$ cat src/design/fbm_pkg.sv
package fbm_pkg;

	// Fixed field widths
	localparam int LSN_W  = 10;
	localparam int DATA_W = 16;
	localparam int CNT_W  = 32;
	// Remainder width covers the largest block size (256 sectors)
	localparam int REM_W  = 8;

	// Defaults for the top-level parameters
	localparam int DEF_NUM_BLOCKS        = 16;
	localparam int DEF_SECTORS_PER_BLOCK = 32;

	// Action codes
	localparam logic ACT_READ  = 1'b0;
	localparam logic ACT_WRITE = 1'b1;

	// Status codes
	localparam logic STAT_OK  = 1'b0;
	localparam logic STAT_ERR = 1'b1;

	typedef struct packed {
		logic              action;
		logic [LSN_W-1:0]  logical_sector;
		logic [DATA_W-1:0] write_data;
	} cmd_t;

	typedef struct packed {
		logic              status;
		logic [DATA_W-1:0] read_data;
		logic              sector_erased;
		logic [CNT_W-1:0]  write_total;
		logic [CNT_W-1:0]  erase_total;
	} res_t;

	// Divider status back to the sequencer
	typedef struct packed {
		logic             done;
		logic [LSN_W-1:0] quot;
		logic [REM_W-1:0] rem;
	} div_res_t;

endpackage

$ cat src/design/fbm_div.sv
// Division by a constant through a reciprocal multiply. The dividend is latched
// on start, the quotient is registered from it, and then the remainder and done.
module fbm_div #(
	parameter int DIVISOR = fbm_pkg::DEF_SECTORS_PER_BLOCK
) (
	input  logic                     clk,
	input  logic                     arst_n,
	input  logic                     start,
	input  logic [fbm_pkg::LSN_W-1:0] dividend,
	output fbm_pkg::div_res_t        res
);

	localparam int LSN_W  = fbm_pkg::LSN_W;
	localparam int REM_W  = fbm_pkg::REM_W;
	// Shift of LSN_W + ceil(log2(DIVISOR)) keeps the quotient exact for every
	// LSN_W-bit dividend
	localparam int SHIFT  = LSN_W + $clog2(DIVISOR);
	localparam int PROD_W = SHIFT + LSN_W;
	localparam logic [PROD_W-1:0] RECIP = PROD_W'((1 << SHIFT) / DIVISOR + 1);
	localparam logic [LSN_W-1:0]  DIV_L = LSN_W'(DIVISOR);
	localparam logic [REM_W:0]    DIV_V = (REM_W + 1)'(DIVISOR);

	logic [LSN_W-1:0] dvd_q;
	logic [LSN_W-1:0] quot_q;
	logic [REM_W-1:0] rem_q;
	logic             mul_q;   // dividend latched, quotient due
	logic             sub_q;   // quotient ready, remainder due
	logic             done_q;

	logic [PROD_W-1:0] prod;
	logic [LSN_W-1:0]  back;
	logic [LSN_W-1:0]  diff;

	always_comb begin
		prod = {{SHIFT{1'b0}}, dvd_q} * RECIP;
		back = quot_q * DIV_L;
		diff = dvd_q - back;
	end

	always_ff @(posedge clk or negedge arst_n) begin
		if (!arst_n) begin
			dvd_q  <= '0;
			quot_q <= '0;
			rem_q  <= '0;
			mul_q  <= 1'b0;
			sub_q  <= 1'b0;
			done_q <= 1'b0;
		end else begin
			mul_q  <= start;
			sub_q  <= mul_q && !start;
			done_q <= sub_q && !start;
			if (start) begin
				dvd_q <= dividend;
			end
			if (mul_q) begin
				quot_q <= prod[SHIFT +: LSN_W];
			end
			if (sub_q) begin
				rem_q <= diff[REM_W-1:0];
			end
		end
	end

	assign res.done = done_q;
	assign res.quot = quot_q;
	assign res.rem  = rem_q;

`ifndef NO_ASSERTIONS
	a_no_restart: assert property (@(posedge clk) disable iff (!arst_n)
		!(start && (mul_q || sub_q)))
		else $error("divider started while busy");

	a_rem_bound: assert property (@(posedge clk) disable iff (!arst_n)
		{1'b0, rem_q} < DIV_V)
		else $error("remainder not below divisor");

	a_done_after_busy: assert property (@(posedge clk) disable iff (!arst_n)
		done_q |-> $past(sub_q))
		else $error("done without a division in progress");
`endif

endmodule

$ cat config.mk
export PLATFORM = sky130hd
export DESIGN_NAME = fbm_div
export DESIGN_NICKNAME = d
export VERILOG_FILES = /design/src/design/fbm_pkg.sv /design/src/design/fbm_div.sv
export SDC_FILE = /design/constraint.sdc
export NUM_CORES = 1
export LEC_CHECK = 0
export BUFFER_PORTS_ARGS = -buffer_cell sky130_fd_sc_hd__buf_2
export CAP_MARGIN = 30
export CORE_ASPECT_RATIO = 1.5
export CORE_MARGIN = 10
export CORE_UTILIZATION = 49
export DETAILED_ROUTE_END_ITERATION = 7
export HOLD_SLACK_MARGIN = 0.12
export PLACE_DENSITY = 0.77
export SYNTH_ARGS = -nofsm -noshare
export SYNTH_HDL_FRONTEND = slang
export SYNTH_SLANG_ARGS = --single-unit
export TNS_END_PERCENT = 30
$ cat constraint.sdc
create_clock -name clk -period 2.26 [get_ports clk]
set_clock_uncertainty 0.05 [all_clocks]
set_input_delay 0.452 -clock clk [delete_from_list [all_inputs] [get_ports clk]]
set_output_delay 0.452 -clock clk [all_outputs]
set_load 0.02 [all_outputs]
### Yosys cells after proc, flatten, opt, wreduce, memory -nomap -nowiden

Cells that the tools add are included.

* output and inout port bits: 19
* word-level logic and storage cells: 11
* bits of input ports: 13
* register bits: 27

* reductions and logical operators: 3
* add/sub/neg operators: 1
* $mul: 1

Operators by type and width (number)
* $mul 10x11->21 const B: 1
* $sub 8x8->8: 1
* $logic_and 1x1->1: 2
* $logic_not 1->1: 1

### Depth between registers and ports, before layout

Gate-level depths: netlist of the first run.

* depth after elaboration: 2
* mapped depth: 5
* depth with buffers taken out: 5

### Worst setup path before layout of the first run

No wires, ideal clock.

* kind: register to register
* from: register quot_q[0]
* to: register rem_q[7]
* data required time: 2085 ps
* path buffers: 0
* stages on the path, launching flop included: 5
* data arrival time: 1630 ps
* setup time: 125 ps
* slack: 455 ps
* clock period less this slack: 1805 ps
* cells stage by stage: dfrtp_1 ha_1 fa_1 xor3_1 mux2_4

* longest elaborated chain between the ends: 1

RTL lines
* start: declaration: RTL line fbm_div.sv:24 `logic [LSN_W-1:0] quot_q;`
* start signal: assignment: RTL line fbm_div.sv:56 `quot_q <= prod[SHIFT +: LSN_W];`
* $sub 8x8->8: RTL line fbm_div.sv:37 `diff = dvd_q - back;`
* end signal: assignment: RTL line fbm_div.sv:59 `rem_q <= diff[REM_W-1:0];`
* end: declaration: RTL line fbm_div.sv:25 `logic [REM_W-1:0] rem_q;`

No other way between the ends.
A chain may end at the register's enable or synchronous reset.

### Final worst setup path of the first run

Same ends and word-level chain as after synthesis.

==> results of run 1 <==
==> synthesized netlist by cell type, drive strengths merged <==
cell	instances	area [sq um]
dfrtp	26	651
mux2	19	218
buf	8	57.6
inv	3	11.3
nand2	2	7.51
nor2b	2	12.5
o21ai	2	10.0
a21oi	1	5.00
conb	1	3.75
fa	1	20.0
ha	1	12.5
mux2i	1	10.0
nor2	1	3.75
xor3	1	23.8
==> worst max-delay path: cells and delay by family, from the launching register on <==
kind       cells  cell delay (ns)
fa+ha+maj      2             0.56
flops          1             0.41
xor+xnor       1             0.36
mux            1             0.26
==> sequential cells by signal, summed over array words and instances, names as in the netlist <==
| register | cells |
|---|---|
| done_q | 1 |
| dvd_q | 10 |
| mul_q | 1 |
| quot_q | 5 |
| rem_q | 8 |
| sub_q | 1 |
==> worst paths after layout <==
check / from / end
hold reg to reg: dvd_q[3] / dvd_q[3]
setup reg to reg: quot_q[0] / rem_q[7]
setup / recovery: quot_q[0] / rem_q[7]
min in group asynchronous: arst_n / dvd_q[7]
hold / removal: dividend[6] / dvd_q[6]
max in group asynchronous: arst_n / quot_q[0]
==> layout make-up <==
type / count / area, sq um / share of cell area [%]
Sequential cell: 26 / 651 / 53.9
Timing Repair Buffer: 27 / 140 / 11.6
Clock buffer: 4 / 36.3 / 3.01
Tap cell: 22 / 27.5 / 2.28
Inverter: 3 / 11.3 / 0.933
Multi-Input combinational cell: 36 / 342 / 28.3
==> layer usage <==
layer / vias to the layer above / share of wire [%] / global-route usage (%)
met5: - / 0 / 0
met4: 0 / 0.71 / 2.12
met3: 2 / 5.9 / 2.83
met2: 14 / 54 / 14.8
met1: 286 / 39 / 9.20
li1: 272 / - / -
==> power breakdown <==
| part | switching [W] | internal [W] |
|---|---|---|
| logic | 0.000138 | 0.000117 |
| registers | 0.0000433 | 0.000535 |
| clock network | 0.000131 | 0.0000983 |
==> through the flow <==
stage / hold slack, ns / cells / area (sq um) / total power, W / setup WS (ns)
after floorplan: 0.106 / 73 / 1060 / 0.000759 / 0.455
after global placement: 0.415 / 113 / 1160 / 0.000839 / 0.552
after detailed placement: 0.422 / 113 / 1160 / 0.000851 / 0.516
after CTS: 0.292 / 118 / 1210 / 0.00107 / 0.503
after global routing: 0.291 / 118 / 1210 / 0.00112 / 0.445
final: 0.296 / 118 / 1210 / 0.00106 / 0.514
==> cells by family (layout without fill, tap and decap cells) <==
| kind of cell | after synthesis | in the layout | synth area share (%) |
|---|---|---|---|
| flops | 26 | 26 | 62.2 |
| buf+inv | 11 | 34 | 6.58 |
| compound gates | 3 | 3 | 1.43 |
| other cells | 1 | 5 | 0.359 |
| simple gates | 5 | 5 | 2.27 |
| fa+ha+maj | 2 | 2 | 3.11 |
| xor+xnor | 1 | 1 | 2.27 |
| mux | 20 | 20 | 21.8 |
==> results.yml, run 1 <==
cts:
  post_cts_buffers: 0
  cts_buffers: 3
  ctsResizeCount: 0
  max-clock-path-buffers: 2
  htreeDepth: 1
  clk_latency_ns: 0.31
  path_clk_slew_ns: 0.13
  cts_tree: "done"
  holdBufCountCts: 1
  clkSinkCount: 26
  cts-root-buf: "clkbuf_4"
logic_synthesis:
  synth_cells: 69
  synth_area_sq_um: 1050
  ys_seq_area_share_pct: 62.2
  yosysWarnings: 0
  synth_seq_cells: 26
  syn_area_per_cell_sq_um: 15.2
  synthDistinctLibCells: 16
route:
  ant_nets: 0
  drt-initial-drc-count: 10
  drc: 0
  avgViaCountPerCell: 4.86
  vias: 574
  firstDrtPassIters: 2
  drt_wl_total_um: 1820
  wl_per_cell_um: 15.4
run_status:
  status: "finished clean"
global_route:
  antenna_found_initial: 0
  grt_pass1_wl_um: 3110
  grt_use_total_pct: 8.42
  grt_max_degree: 27
  grt-ovfl-total: 0
  first_global_vias: 675
timing:
  hold_viol: 0
  period_minus_slack_ns: 1.75
  rsz0062_at_grt: "no"
  fin_tns_setup_ns: 0
  maxSlewViolCount: 0
  worst_pin_slew_ns: 0.560
  max-slew-margin-rel_pct: 62.6
  setup_viol: 0
  fin_crit_sh_pct: 77.3
  fmax_ghz: 0.573
placement:
  dpl.hpwl_um: 1440
  numPortBuffers: 26
  gp_routability_congestion: 0.715
critical_path:
  slowest_stage: "dfrtp_1"
  r2r_cells: 4
  reg2reg_slack_ns: 0.51
  worstPathMaxFanout: 3
  critical_path.max_stage_delay_ns: 0.41
  cp-end-kind: "flip-flop"
  crit_required_ns: 2.42
  worstPathCellList: "ha_1 > fa_1 > xor3_1 > mux2_4"
  startpoint_type: "flip-flop"
  critical_path_class: "flip-flop to flip-flop"
  arrival_ns: 1.91
power:
  leakagePower_nw: 0.597
  p_per_area_nw_per_um2: 880
  ir_worst_vdd_uv: 552
finish:
  diodes: 0
  syn_to_final_growth_pct: 15.4
  n_fill_cell: 164
  post-route-util_pct: 59.6
  final_cell_mix: "dfrtp_1 (26), buf_2 (26), mux2_2 (18), conb_1 (5)"
  fin_nets: 112
  drive_above_1_share_pct: 51.0
min_path:
  hold_path_depth: 3
  holdCritPathClass: "primary input to flip-flop"
floorplan:
  die_h_um: 76.6
  rows: 20
  core_area_sq_um: 2030
  initial_core_util_pct: 51.6
  ioPinCount: 32
  chipWidth_um: 57.7
  dieArea_sq_um: 4420
job:
  cap_violations: 0
Power figures use the tool's default switching activity.
==> run 2, diff against run 1 <==
clock period = 1.8 ns   (was 2.26 ns; I/O delays follow)
==> run 2 against run 1 <==
  * Critical path depth unchanged
  * First-iteration DRC count fell by 70%
  * Power increased by 36%
  * Cell count stayed put
  * Non-clock buffer count unchanged
  * Sequential share of layout area down 0.67 points
  * Final area grew 1.5%
  * Combinational power rose by 26%
  * Sequential cell count unchanged
  * Die area stayed put
  * Register-to-register slack worse by 0.34 ns
  * Critical path type unchanged
  * Largest cell class unchanged
  * Highest routed layer unchanged
==> results.yml, run 2 (synthesis results as in run 1) <==
timing:
  worst_pin_slew_ns: 0.550
  hold_slack_ns: 0.193
  maxSlewViolCount: 0
  fmax_ghz: 0.616
  fin_crit_sh_pct: 90.1
  max-slew-margin-rel_pct: 63.4
  fin_tns_setup_ns: 0
  rsz0062_at_grt: "no"
  hold_viol: 0
  period_minus_slack_ns: 1.62
  setup_viol: 0
power:
  combPwrFrac_pct: 22.2
  swShare_pct: 27.7
  p_int_w: 0.00104
  ir_worst_vdd_uv: 670
  p_per_area_nw_per_um2: 1180
  power.switching_w: 0.000400
  clockPowerShare_pct: 27.2
  seq_power_share_pct: 50.6
  leakagePower_nw: 0.602
route:
  vias: 583
  avgViaCountPerCell: 4.94
  ant_nets: 0
  wl_per_cell_um: 16.7
  firstDrtPassIters: 3
  drt-initial-drc-count: 3
  drt_wl_total_um: 1970
  drc: 0
critical_path:
  crit_start: "quot_q[0]"
  slowest_stage: "dfrtp_2"
  worstPathMaxFanout: 3
  crit_buf_inv: 0
  critical_path_class: "flip-flop to flip-flop"
  reg2reg_slack_ns: 0.18
  cp.depth: 4
  critical_path.max_stage_delay_ns: 0.44
  reg2reg_to: "rem_q[7]"
  r2r_cells: 4
  cp-end-kind: "flip-flop"
  crit_required_ns: 1.97
  arrival_ns: 1.79
  regToRegStartpoint: "quot_q[0]"
  endpoint: "rem_q[7]"
  startpoint_type: "flip-flop"
  worstPathCellList: "ha_1 > fa_1 > xor3_1 > mux2_4"
  cpLargestDelayFamily: "adder cells"
floorplan:
  chipWidth_um: 57.7
  rows: 20
  initial_core_util_pct: 51.6
  ioPinCount: 32
  die_h_um: 76.6
  dieArea_sq_um: 4420
  core_area_sq_um: 2030
finish:
  top_register: "dvd_q"
  fin_nets: 112
  syn_to_final_growth_pct: 17.1
  layout_commonest_cell: "buf_2"
  reg.largest.list: "dvd_q: 10 flops, rem_q: 8 flops, quot_q: 5 flops"
  drive_above_1_share_pct: 52.1
  final_cell_mix: "buf_2 (26), dfrtp_1 (25), mux2_2 (18), conb_1 (5)"
  diodes: 0
  n_fill_cell: 167
  largest_reg_flops: 10
placement:
  gp_routability_congestion: 0.691
  numPortBuffers: 26
  dpl.hpwl_um: 1530
cts:
  clkSinkCount: 26
  cts_tree: "done"
  max-clock-path-buffers: 2
  clk_latency_ns: 0.32
  path_clk_slew_ns: 0.13
  ctsResizeCount: 0
  htreeDepth: 1
  cts-root-buf: "clkbuf_4"
  cts_buffers: 3
job:
  cap_violations: 0
global_route:
  antenna_found_initial: 0
  grt_use_total_pct: 9.36
  grt_pass1_wl_um: 3320
  first_global_vias: 695
  grt_max_degree: 27
  grt-ovfl-total: 0
run_status:
  status: "finished clean"
min_path:
  holdCritPathClass: "primary input to flip-flop"
run 2: worst min path at each step:
stage	startpoint	end	slack (ns)	cells after the start
after floorplan	arst_n	done_q	0.01	0
after global placement	arst_n	dvd_q[7]	0.32	1
after detailed placement	arst_n	dvd_q[7]	0.32	1
after CTS	dividend[6]	dvd_q[6]	0.18	3
after global routing	dividend[6]	dvd_q[6]	0.18	3
final	dividend[6]	dvd_q[6]	0.19	3
run 2: layout make-up:
class / count / area (sq um) / area share (%)
Timing Repair Buffer: 27 / 140 / 11.4
Clock inverter: 1 / 30.0 / 2.45
Sequential cell: 26 / 652 / 53.2
Clock buffer: 3 / 22.5 / 1.84
Inverter: 3 / 11.3 / 0.919
Multi-Input combinational cell: 36 / 342 / 27.9
Tap cell: 22 / 27.5 / 2.25
run 2: per-stage QoR:
| stage | total power (W) | cells | utilization, % | cell area [sq um] | setup slack (ns) |
|---|---|---|---|---|---|
| floorplan | 0.000954 | 73 | - | 1060 | 0.0192 |
| global placement | 0.00105 | 113 | 57.3 | 1160 | 0.0773 |
| detailed placement | 0.00107 | 113 | 57.3 | 1160 | 0.0343 |
| CTS | 0.00147 | 118 | 60.4 | 1220 | 0.0125 |
| global route | 0.00152 | 118 | 60.4 | 1220 | 0.103 |
| finish | 0.00144 | 118 | 60.4 | 1220 | 0.178 |
run 2: power groups by stage:
stage / sequential, W / combinational, W / clock [W]
2_1_floorplan: 0.000810 / 0.000144 / 0
5_1_grt: 0.000746 / 0.000351 / 0.000428
6_report: 0.000730 / 0.000321 / 0.000393
3_3_place_gp: 0.000733 / 0.000320 / 0
4_1_cts: 0.000734 / 0.000329 / 0.000405
3_5_place_dp: 0.000744 / 0.000327 / 0
run 2: per-layer routing:
metal,track usage [%],up-vias,wire [um]
li1,-,271,-
met5,0,-,0
met2,16.2,18,1030
met1,9.34,290,787
met4,4.95,0,31
met3,3.17,4,120
run 2: timing repair:
| action | 4_1_cts | 5_1_grt |
|---|---|---|
| hold endpoints to repair | 26 | 0 |
| hold buffers | 1 | 0 |
| setup buffers | 0 | 0 |
| endpoints found under the setup margin | 0 | 1 |
run 2: worst reg2reg max path, cell delays in order (launching register included):
cell	delay (ns)
dfrtp_2	0.44
ha_1	0.21
fa_1	0.37
xor3_1	0.19
mux2_4	0.26
==> run 3, diff against run 2 <==
ABC_CLOCK_PERIOD_IN_PS = 1800   (was not set)
RECOVER_POWER = 25   (was not set)
==> run 3 against run 2 <==
  * Hold slack is essentially flat
  * Maximum frequency is essentially flat
  * Non-clock buffer count is the same
  * Sequential cell count is the same
  * Via count unchanged
  * Power is essentially flat
  * Core utilization fell by 0.062 points
  * Critical path type unchanged
  * Combinational power barely moved
  * First-iteration DRC count is the same
  * Routed wire length increased by 0.15%
  * Global-route usage stayed put
==> results.yml, run 3 (synthesis results as in run 1) <==
run_status:
  status: "finished clean"
floorplan:
  ioPinCount: 32
  initial_core_util_pct: 51.6
  dieArea_sq_um: 4420
  chipWidth_um: 57.7
  core_area_sq_um: 2030
  die_h_um: 76.6
  rows: 20
cts:
  clkSinkCount: 26
  cts-root-buf: "clkbuf_4"
  cts_tree: "done"
  cts_buffers: 3
  htreeDepth: 1
  ctsResizeCount: 0
  clk_latency_ns: 0.32
  path_clk_slew_ns: 0.13
  max-clock-path-buffers: 2
timing:
  setup_viol: 0
  fin_crit_sh_pct: 90.1
  period_minus_slack_ns: 1.62
  fin_tns_setup_ns: 0
  worst_pin_slew_ns: 0.748
  hold_viol: 0
  rsz0062_at_grt: "no"
  maxSlewViolCount: 0
  fmax_ghz: 0.616
  max-slew-margin-rel_pct: 50.2
min_path:
  hold_end: "dvd_q[6]"
  holdCritPathClass: "primary input to flip-flop"
  hold_path_depth: 3
  min_from: "dividend[6]"
power:
  p_per_area_nw_per_um2: 1180
  ir_worst_vdd_uv: 670
  leakagePower_nw: 0.600
critical_path:
  arrival_ns: 1.79
  worstPathMaxFanout: 3
  reg2reg_slack_ns: 0.18
  r2r_cells: 4
  startpoint_type: "flip-flop"
  regToRegStartpoint: "quot_q[0]"
  crit_required_ns: 1.97
  reg2reg_to: "rem_q[7]"
  critical_path_class: "flip-flop to flip-flop"
  cp-end-kind: "flip-flop"
route:
  avgViaCountPerCell: 4.94
  vias: 583
  firstDrtPassIters: 3
  ant_nets: 0
  drt-initial-drc-count: 3
  drt_wl_total_um: 1980
  wl_per_cell_um: 16.7
  drc: 0
finish:
  n_fill_cell: 168
  stdcell_count: 118
  final_cell_mix: "dfrtp_1 (25), buf_2 (24), mux2_2 (18), conb_1 (5)"
  diodes: 0
  drive_above_1_share_pct: 51.0
  fin_nets: 112
  top_register: "dvd_q"
  layout_commonest_cell: "dfrtp_1"
  reg.largest.list: "dvd_q: 10 flops, rem_q: 8 flops, quot_q: 5 flops"
  largest_reg_flops: 10
  syn_to_final_growth_pct: 17.0
  final_cell_area_sq_um: 1220
placement:
  placed_area_sq_um: 1160
  dpl.hpwl_um: 1530
  gp_routability_congestion: 0.691
  dp_cells: 113
  numPortBuffers: 26
global_route:
  grt-ovfl-total: 0
  grt_use_total_pct: 9.36
  grt_pass1_wl_um: 3320
  antenna_found_initial: 0
  first_global_vias: 695
  grt_max_degree: 27
job:
  cap_violations: 0
run 3: layout make-up:
type | instances | area (sq um) | share of cell area (%)
Inverter | 3 | 11.3 | 0.920
Timing Repair Buffer | 27 | 139 | 11.3
Sequential cell | 26 | 652 | 53.3
Clock inverter | 1 | 30.0 | 2.45
Multi-Input combinational cell | 36 | 342 | 27.9
Tap cell | 22 | 27.5 | 2.25
Clock buffer | 3 | 22.5 | 1.84
run 3: metal layers:
metal	GRT usage [%]	share of wire, %	up-vias	wire, um
met4	4.95	1.6	0	31
met3	3.17	6.3	4	125
li1	-	-	271	-
met5	0	0	-	0
met2	16.2	52	18	1030
met1	9.34	40	290	784
run 3: timing repair:
item | CTS | global route
endpoints found under the setup margin | 0 | 1
hold endpoints to repair | 26 | 0
buffers inserted | 0 | 0
hold buffers | 1 | 0
run 3: report_power, final:
group          internal [W]  switching (W)  total (W)
Sequential         0.000673      0.0000575   0.000730
Clock              0.000225       0.000168   0.000393
Combinational      0.000145       0.000175   0.000320
run 3: critical path: stages (launching register included):
cell	delay [ns]
dfrtp_2	0.44
ha_1	0.21
fa_1	0.37
xor3_1	0.19
mux2_4	0.26
run 3: through the flow:
step	hold WS [ns]	setup slack, ns	utilization [%]	total power [W]
after floorplan	0.0144	0.0192	-	0.000954
after global placement	0.321	0.0773	57.3	0.00105
after detailed placement	0.324	0.0343	57.3	0.00107
after CTS	0.184	0.0125	60.4	0.00147
after global routing	0.183	0.103	60.4	0.00152
final	0.193	0.178	60.4	0.00144
run 3: how the worst max path moves through the flow:
stage | from | endpoint | slack [ns] | cells after the start
finish | quot_q[0] | rem_q[7] | 0.18 | 4
floorplan | quot_q[0] | rem_q[7] | 0.02 | 4
CTS | quot_q[0] | rem_q[7] | 0.01 | 4
global placement | quot_q[0] | rem_q[7] | 0.08 | 4
global route | quot_q[0] | rem_q[7] | 0.10 | 4
detailed placement | quot_q[0] | rem_q[7] | 0.03 | 4
